`config.mk`:
```
export PLATFORM = sky130hd
export DESIGN_NAME = plob_top_track
export DESIGN_NICKNAME = d
export VERILOG_FILES = /design/src/sv/plob_top_track.sv
export SDC_FILE = /design/constraint.sdc
export NUM_CORES = 1
export LEC_CHECK = 0
export BUFFER_PORTS_ARGS = -buffer_cell sky130_fd_sc_hd__buf_4
export CORE_ASPECT_RATIO = 0.9
export CORE_UTILIZATION = 55
export DETAILED_ROUTE_END_ITERATION = 12
export GPL_TIMING_DRIVEN = 0
export HOLD_SLACK_MARGIN = 0.03
export PLACE_DENSITY = 0.88
export SKIP_LAST_GASP = 1
export SYNTH_ARGS = -nofsm -noshare
export SYNTH_HDL_FRONTEND = slang
export SYNTH_SLANG_ARGS = --single-unit
```
`constraint.sdc`:
```
create_clock -name clk_i -period 2.8 [get_ports clk_i]
set_input_delay 0.56 -clock clk_i [delete_from_list [all_inputs] [get_ports clk_i]]
set_output_delay 0.56 -clock clk_i [all_outputs]
set_load 0.02 [all_outputs]
```
`src/sv/plob_top_track.sv`:
```
`timescale 1ns / 1ps
// Per-level presence bits and best price search for both sides of the book.
// Depends on nothing.
module plob_top_track #(
  parameter int MaxPrice  = 100,
  parameter int AddrWidth = 7
) (
  input  logic                 clk_i,
  input  logic                 rst_ni,
  input  logic                 set_i,
  input  logic                 side_i,
  input  logic [AddrWidth-1:0] addr_i,
  input  logic                 present_i,
  output logic [MaxPrice:0]    bid_map_o,
  output logic [MaxPrice:0]    ask_map_o,
  output logic                 bid_valid_o,
  output logic [AddrWidth-1:0] bid_o,
  output logic                 ask_valid_o,
  output logic [AddrWidth-1:0] ask_o
);

  logic [MaxPrice:0] bid_q, ask_q;

  always_ff @(posedge clk_i or negedge rst_ni) begin
    if (!rst_ni) begin
      bid_q <= '0;
      ask_q <= '0;
    end else if (set_i) begin
      if (side_i) begin
        ask_q[addr_i] <= present_i;
      end else begin
        bid_q[addr_i] <= present_i;
      end
    end
  end

  always_comb begin
    bid_o = '0;
    ask_o = '0;
    for (int i = 0; i <= MaxPrice; i++) begin
      if (bid_q[i]) begin
        bid_o = AddrWidth'(i);
      end
    end
    for (int i = MaxPrice; i >= 0; i--) begin
      if (ask_q[i]) begin
        ask_o = AddrWidth'(i);
      end
    end
  end

  assign bid_valid_o = |bid_q;
  assign ask_valid_o = |ask_q;
  assign bid_map_o   = bid_q;
  assign ask_map_o   = ask_q;

endmodule

```
==> results of run 1 <==
[worst max-delay path, stage by stage (launching register included)]
cell and delay [ps]:
dfrtp_1 450, or4_4 510, a221o_1 280, a21oi_2 190, o41ai_2 110, a211oi_2 280
o21ai_2 120, a21oi_2 200, buf_6 140
[flip-flops by register name (all words and copies together) (netlist names)]
| register | count |
|---|---|
| ask_map_o | 101 |
| bid_map_o | 101 |
[timing repair]
item,in CTS,in global routing
gates resized for setup,117,75
endpoints found under the setup margin,16,15
buffers inserted,46,20
pin swaps,56,35
[cells in the final DEF (no fill, tap or decap), types with 4 or more instances in the layout]
master | netlist | layout
a31oi_1 | 7 | 5
nand2_2 | 0 | 4
o21ai_1 | 13 | 10
nand2_1 | 146 | 142
o21ai_2 | 0 | 4
mux2_1 | 158 | 158
a21oi_1 | 56 | 46
o21ai_0 | 46 | 45
and3_1 | 5 | 5
nor2_1 | 222 | 210
nor2b_1 | 14 | 12
nand2b_1 | 9 | 9
inv_1 | 40 | 40
or4_4 | 0 | 6
dfrtp_1 | 202 | 157
nor4_4 | 0 | 23
clkbuf_1 | 39 | 44
a21oi_2 | 0 | 9
dfrtp_2 | 0 | 45
o21a_1 | 5 | 5
mux2_2 | 9 | 9
o31ai_1 | 14 | 11
clkbuf_8 | 0 | 6
nor2_2 | 0 | 8
clkbuf_16 | 0 | 23
buf_6 | 0 | 7
o211ai_1 | 8 | 8
buf_2 | 7 | 7
nor4_2 | 1 | 12
nor2_4 | 0 | 4
nor3_1 | 38 | 35
bufinv_16 | 0 | 4
buf_4 | 0 | 283
nand3_1 | 24 | 21
a31o_1 | 8 | 8
o21bai_1 | 5 | 4
nand4_1 | 4 | 4
nor4_1 | 58 | 24
[worst min path at each step]
stage                             from              to
after CTS                       rst_ni  bid_map_o[100]
after global routing            rst_ni  bid_map_o[100]
after detailed placement  bid_map_o[0]    bid_map_o[0]
after global placement    bid_map_o[0]    bid_map_o[0]
final                           rst_ni  bid_map_o[100]
after floorplan                 rst_ni    ask_map_o[0]
[final cells by class]
| type | count | area share (%) |
|---|---|---|
| clock buffers | 34 | 4.452 |
| multi-input cells | 912 | 41.86 |
| well taps | 250 | 2.057 |
| clock inverters | 5 | 0.8230 |
| plain buffers | 48 | 1.243 |
| flip-flops and latches | 202 | 33.62 |
| inverters | 42 | 1.037 |
| repair buffers | 293 | 14.90 |
[cell families after synthesis]
family,count (synthesis),share of synthesized area [%]
simple gates,548,22.53
flops,202,46.01
compound gates,197,11.18
mux,167,17.12
buf+inv,90,3.155
[metal layers]
layer	vias up	track usage, %
met5	-	0
met1	5677	49.02
met2	1048	63.00
met3	224	8.423
met4	0	20.94
li1	4912	-
[Yosys cell counts (14+ instances only)]
master and instances:
nand3_1 24, mux2_1 158, dfrtp_1 202, inv_1 40
nor4_1 58, o31ai_1 14, nand2_1 146, clkbuf_1 39
a21oi_1 56, o21ai_0 46, nor2b_1 14, nor3_1 38
nor2_1 222
[per-stage QoR]
step	setup WS, ps	total power (W)	instances	utilization [%]	instance area, um2
5_1_grt	-654.8	0.008295	1786	78.37	15200
3_3_place_gp	-238.0	0.004536	1680	67.02	13000
3_5_place_dp	-169.5	0.004574	1681	67.20	13040
2_1_floorplan	97.08	0.003984	1204	-	10990
6_report	-574.3	0.008104	1786	78.37	15200
4_1_cts	-526.7	0.007911	1766	75.90	14720
[power groups by stage]
stage,registers (W),clock network (W),logic [W]
2_1_floorplan,0.00349,0,0.000493
3_3_place_gp,0.00337,0,0.00117
3_5_place_dp,0.00337,0,0.00120
4_1_cts,0.00334,0.00321,0.00136
5_1_grt,0.00339,0.00334,0.00156
6_report,0.00338,0.00324,0.00148
==> impl_metrics.py, run 1 <==
metrics = {
    "floorplanning": {
        "fp.dieW_um": 151.0,
        "initial_core_util_pct": 56.63,
        "coreArea_um2": 19400,
        "io_pins": 230,
        "die_area_um2": 20540,
        "die_h_um": 136.1,
        "row_count": 48,
    },
    "sta": {
        "setup_viol": 14,
        "rsz0062_at_grt": "yes",
        "fmax_ghz": 0.2964,
        "setup_tns_ps": -4446,
        "fin_skew_ps": 0,
        "period_minus_slack_ps": 3374,
        "whs_ps": 115.2,
        "worst_pin_slew_ps": 1252,
        "final_hold_viol_count": 0,
        "setup_ws_ps": -574.3,
        "period_share_pct": 120.5,
        "slew_viol_final": 0,
        "slew_headroom_pct": 15.80,
    },
    "worst_setup_path": {
        "r2r_slack_ps": 1590,
        "cp-start-kind": "flip-flop",
        "cp-startpoint": "bid_map_o[12]",
        "reg2reg_from": "bid_map_o[18]",
        "crit_arrival_ps": 2810,
        "end_kind": "output port",
        "critPathKind": "flip-flop to output port",
        "crit_fanout": 5,
        "reg2reg_depth": 4,
        "r2r-end": "bid_map_o[18]",
        "cp_data_required_time_ps": 2240,
        "cp-endpoint": "bid_o[0]",
    },
    "drt": {
        "met3_length_mm": 5.413,
        "vias": 11861,
        "wire_per_inst_um": 23.57,
        "highest_layer": "met4",
        "drt_iter0_markers": 1537,
        "drcViolationCount": 0,
        "dr.pass1.iters": 6,
        "routed_via_density": 6.641,
        "wl_met1_mm": 14.82,
        "drt-total-wl_mm": 42.10,
        "wl_met2_mm": 19.48,
        "drtAntennaViolNets": 0,
    },
    "power_and_ir_drop": {
        "leakagePower_nw": 6.963,
        "comb_power_share_pct": 18.2,
        "pwr-share-seq_pct": 41.8,
        "p_clk_share_pct": 40.0,
        "netSwitchingFraction_pct": 29.57,
        "ir_drop_uv": 354.5,
        "p_int_w": 0.005708,
        "p_sw_w": 0.002397,
        "power.density_nw_per_um2": 533.1,
    },
    "synthesis": {
        "synth_edf_count": 0,
        "ys.flop_type": "dfrtp_1",
        "ys_top_cells_by_area": "dfrtp_1 46%, mux2_1 16%, nor2_1 7.6%",
        "yosys.area.top_type_share_pct": 46.01,
        "syn_nets": 1216,
        "ys_seq_area_share_pct": 46.01,
        "synth-seq-cells": 202,
        "ys_warn_count": 0,
        "synthArstFlopShare_pct": 100.0,
        "synth.distinct_cells": 56,
        "postSynthAreaPerCell_um2": 9.124,
        "yosysTopAreaCell": "dfrtp_1",
        "postSynthCellCount": 1204,
        "netlist_area_um2": 10990,
    },
    "finish": {
        "regArea_um2": 5111,
        "multiInputGateArea_um2": 6365,
        "area_delta_synth_final_pct": 38.39,
        "final_net_count": 1533,
        "antenna_cells_inserted": 0,
        "drive_gt1_share_pct": 32.36,
        "nFillCells": 1188,
    },
    "run": {
        "cap_violations": 0,
    },
    "placed_design": {
        "hpwlAfterDp_mm": 27.17,
        "gp_congestion": 0.9674,
        "io_buffer_count": 226,
    },
    "clock_tree": {
        "cts_buffers": 22,
        "cts.htree.levels": 1,
        "tritoncts": "built",
        "clkTransAtPathRegs_ps": 60,
        "hold_buffers": 0,
        "clk_latency_ps": 510,
        "clockBufferDepth": 3,
        "cts_root_buffer": "clkbuf_16",
        "cts.sinks": 202,
    },
    "global_routing": {
        "grt_max_degree": 119,
        "grt_overflow_total": 0,
        "grt_pass1_wl_mm": 60.70,
        "first_global_vias": 11141,
        "antenna_found_initial": 0,
        "grtUsageTotal_pct": 39.02,
    },
    "run_status": {
        "outcome": "complete, but fails checks",
        "violations": "setup timing",
    },
    "min_path": {
        "hp-class": "primary input to asynchronous set/reset pin",
    },
}
No activity file was read; power rests on OpenSTA's default activity.
==> inputs of run 2 (changes only) <==
--- a/config.mk
+++ b/config.mk
@@ -5,6 +5,7 @@
 export SDC_FILE = /design/constraint.sdc
 export NUM_CORES = 1
 export LEC_CHECK = 0
+export ABC_AREA = 1
 export BUFFER_PORTS_ARGS = -buffer_cell sky130_fd_sc_hd__buf_4
 export CORE_ASPECT_RATIO = 0.9
 export CORE_UTILIZATION = 55
==> impl_metrics.py, run 2 <==
metrics = {
    "run_status": {
        "outcome": "complete, but fails checks",
        "violations": "setup timing",
    },
    "worst_setup_path": {
        "r2r-end": "bid_map_o[2]",
        "crit_arrival_ps": 6070,
        "cp_slowest_stage_delay_ps": 400,
        "reg2reg_depth": 4,
        "r2r_slack_ps": 1870,
        "end_kind": "output port",
        "crit_top_cell": "nand2_1",
        "cp-start-kind": "flip-flop",
        "critPathKind": "flip-flop to output port",
        "crit_fanout": 2,
        "cp_data_required_time_ps": 2240,
        "reg2reg_from": "bid_map_o[2]",
        "cp_slowest_cell": "dfrtp_2",
    },
    "drt": {
        "drt-total-wl_mm": 38.44,
        "wire_per_inst_um": 17.48,
        "vias": 12633,
        "drcViolationCount": 0,
        "drtAntennaViolNets": 0,
        "dr.pass1.iters": 8,
        "drt_iter0_markers": 1597,
        "routed_via_density": 5.745,
    },
    "synthesis": {
        "synthTopCellsByCount": "546 x nand2_1, 211 x nand3_1, 202 x dfrtp_1",
        "synth.distinct_cells": 25,
        "ys_seq_area_share_pct": 44.09,
        "synthMostInstantiatedCell": "nand2_1",
        "ys.flop_type": "dfrtp_1",
        "postSynthCellCount": 1675,
        "postSynthAreaPerCell_um2": 6.845,
        "yosys.area.top_type_share_pct": 44.09,
        "synth_edf_count": 0,
        "synthArstFlopShare_pct": 100.0,
        "yosysTopAreaCell": "dfrtp_1",
        "ys_warn_count": 0,
        "syn_nets": 1687,
        "synth-seq-cells": 202,
        "ys_top_cells_by_area": "dfrtp_1 44%, nand2_1 18%, nand3_1 9.2%",
        "netlist_area_um2": 11460,
    },
    "finish": {
        "area_delta_synth_final_pct": 26.43,
        "final_cell_mix": "538 x nand2_1, 226 x buf_4, 210 x nand3_1, 195 x inv_1, 187 x dfrtp_1",
        "fin_util_pct": 71.65,
        "drive_gt1_share_pct": 18.21,
        "antenna_cells_inserted": 0,
        "layout_commonest_cell": "nand2_1",
        "final_net_count": 1943,
    },
    "placed_design": {
        "io_buffer_count": 226,
        "hpwlAfterDp_mm": 27.49,
        "gp_congestion": 0.9469,
    },
    "power_and_ir_drop": {
        "p_sw_w": 0.003111,
        "comb_power_share_pct": 31.7,
        "pwr-share-seq_pct": 37.3,
        "power.density_nw_per_um2": 603.4,
        "p_clk_share_pct": 31.0,
        "netSwitchingFraction_pct": 35.56,
        "ir_drop_uv": 379.3,
        "p_int_w": 0.005636,
        "leakagePower_nw": 7.190,
    },
    "sta": {
        "period_share_pct": 236.9,
        "fin_skew_ps": 0,
        "setup_viol": 8,
        "worst_pin_slew_ps": 1425,
        "slew_viol_final": 0,
        "setup_ws_ps": -3834,
        "final_hold_viol_count": 0,
        "period_minus_slack_ps": 6634,
        "setup_tns_ps": -13920,
        "slew_headroom_pct": 4.239,
        "rsz0062_at_grt": "yes",
        "fmax_ghz": 0.1507,
    },
    "global_routing": {
        "first_global_vias": 11539,
        "grt_pass1_wl_mm": 59.94,
        "grtUsageTotal_pct": 35.45,
        "grt_overflow_total": 0,
        "grt_max_degree": 126,
        "antenna_found_initial": 0,
    },
    "run": {
        "cap_violations": 0,
    },
    "clock_tree": {
        "cts_root_buffer": "clkbuf_16",
        "cts.sinks": 202,
        "tritoncts": "built",
        "cts_buffers": 21,
        "clockBufferDepth": 3,
        "clk_latency_ps": 490,
        "cts.htree.levels": 1,
        "clkTransAtPathRegs_ps": 60,
    },
    "floorplanning": {
        "initial_core_util_pct": 56.67,
        "die_area_um2": 21430,
        "fp.dieW_um": 154.2,
        "coreArea_um2": 20230,
        "io_pins": 230,
        "die_h_um": 139.0,
        "row_count": 49,
    },
    "min_path": {
        "hp-class": "primary input to asynchronous set/reset pin",
    },
}
-- run 2: cell types whose count changed in the layout (fill, tap and decap cells not counted), sizes merged, moves of 14 or more --
cell / before / now
buf: 302 / 235
o21ai: 59 / 200
a21oi: 56 / 15
nand2: 146 / 546
inv: 42 / 201
nor4: 59 / 7
nor2: 222 / 169
mux2: 167 / 0
nand3: 24 / 211
nor3: 39 / 11
nor2b: 14 / 0
clkbuf: 73 / 105
bufinv: 4 / 18
-- run 2: worst max path at each step --
stage / start / endpoint / slack, ps / cells past startpoint
after detailed placement: bid_map_o[2] / bid_o[0] / -3370 / 100
final: bid_map_o[2] / bid_o[0] / -3830 / 100
after floorplan: bid_map_o[2] / bid_o[0] / -2550 / 99
after CTS: bid_map_o[2] / bid_o[0] / -3850 / 100
after global placement: bid_map_o[2] / bid_o[0] / -3200 / 100
after global routing: bid_map_o[2] / bid_o[0] / -4940 / 100
-- run 2: stage by stage --
stage               area [um2]  total power [W]  worst slack (ps)  instances  hold slack (ps)
floorplan                11530         0.004970             -2550       1675            264.4
global placement         13540         0.005795             -3201       2156            515.0
detailed placement       13580         0.005864             -3371       2157            520.1
CTS                      14330         0.008575             -3852       2196            61.53
global route             14500         0.009164             -4940       2199            82.41
finish                   14500         0.008746             -3834       2199            16.76
-- run 2: cell type report --
cell class                      count  area (um2)
Buffer                             75       281.5
Clock buffer                       32       636.9
Clock inverter                      4       22.52
Fill cell                        1563        5737
Inverter                          220        1074
Multi-Input combinational cell   1178        5293
Sequential cell                   202        5074
Tap cell                          255       319.1
Timing Repair Buffer              233        1795
-- run 2: critical path, delay by kind of cell, from the launching register on --
family | cells | cell delay (ps)
and+or+nand+nor | 97 | 4850
buffers and inverters | 2 | 180
AOI/OAI and AO/OA | 1 | 130
DFF | 1 | 400
-- run 2: repair_timing --
| item | in CTS | in global routing |
|---|---|---|
| hold endpoints to repair | 0 | 0 |
| pin swaps | 10 | 11 |
| endpoints found under the setup margin | 11 | 30 |
| buffers inserted | 3 | 3 |
| gates resized for setup | 24 | 40 |
| hold buffers | 0 | 0 |
-- run 2: kinds of logic after synthesis --
family                 Yosys count  synth area share (%)
AND/OR/NAND/NOR                948                 33.71
buffers and inverters          295                 11.82
AO/OA/AOI/OAI                  230                 10.38
flip-flops                     202                 44.09
-- run 2: power by group through the flow --
stage	registers, W	clock network (W)	logic (W)
6_report	0.00326	0.00271	0.00277
5_1_grt	0.00327	0.00282	0.00307
4_1_cts	0.00325	0.00270	0.00263
3_5_place_dp	0.00330	0	0.00257
3_3_place_gp	0.00329	0	0.00250
2_1_floorplan	0.00342	0	0.00155
-- run 2: layer usage --
layer	vias up	global-route usage (%)	share of wire [%]
li1	5793	-	-
met1	5812	47.93	38
met2	864	55.65	45
met3	164	6.438	13
met4	0	16.16	5.0
met5	-	0	0
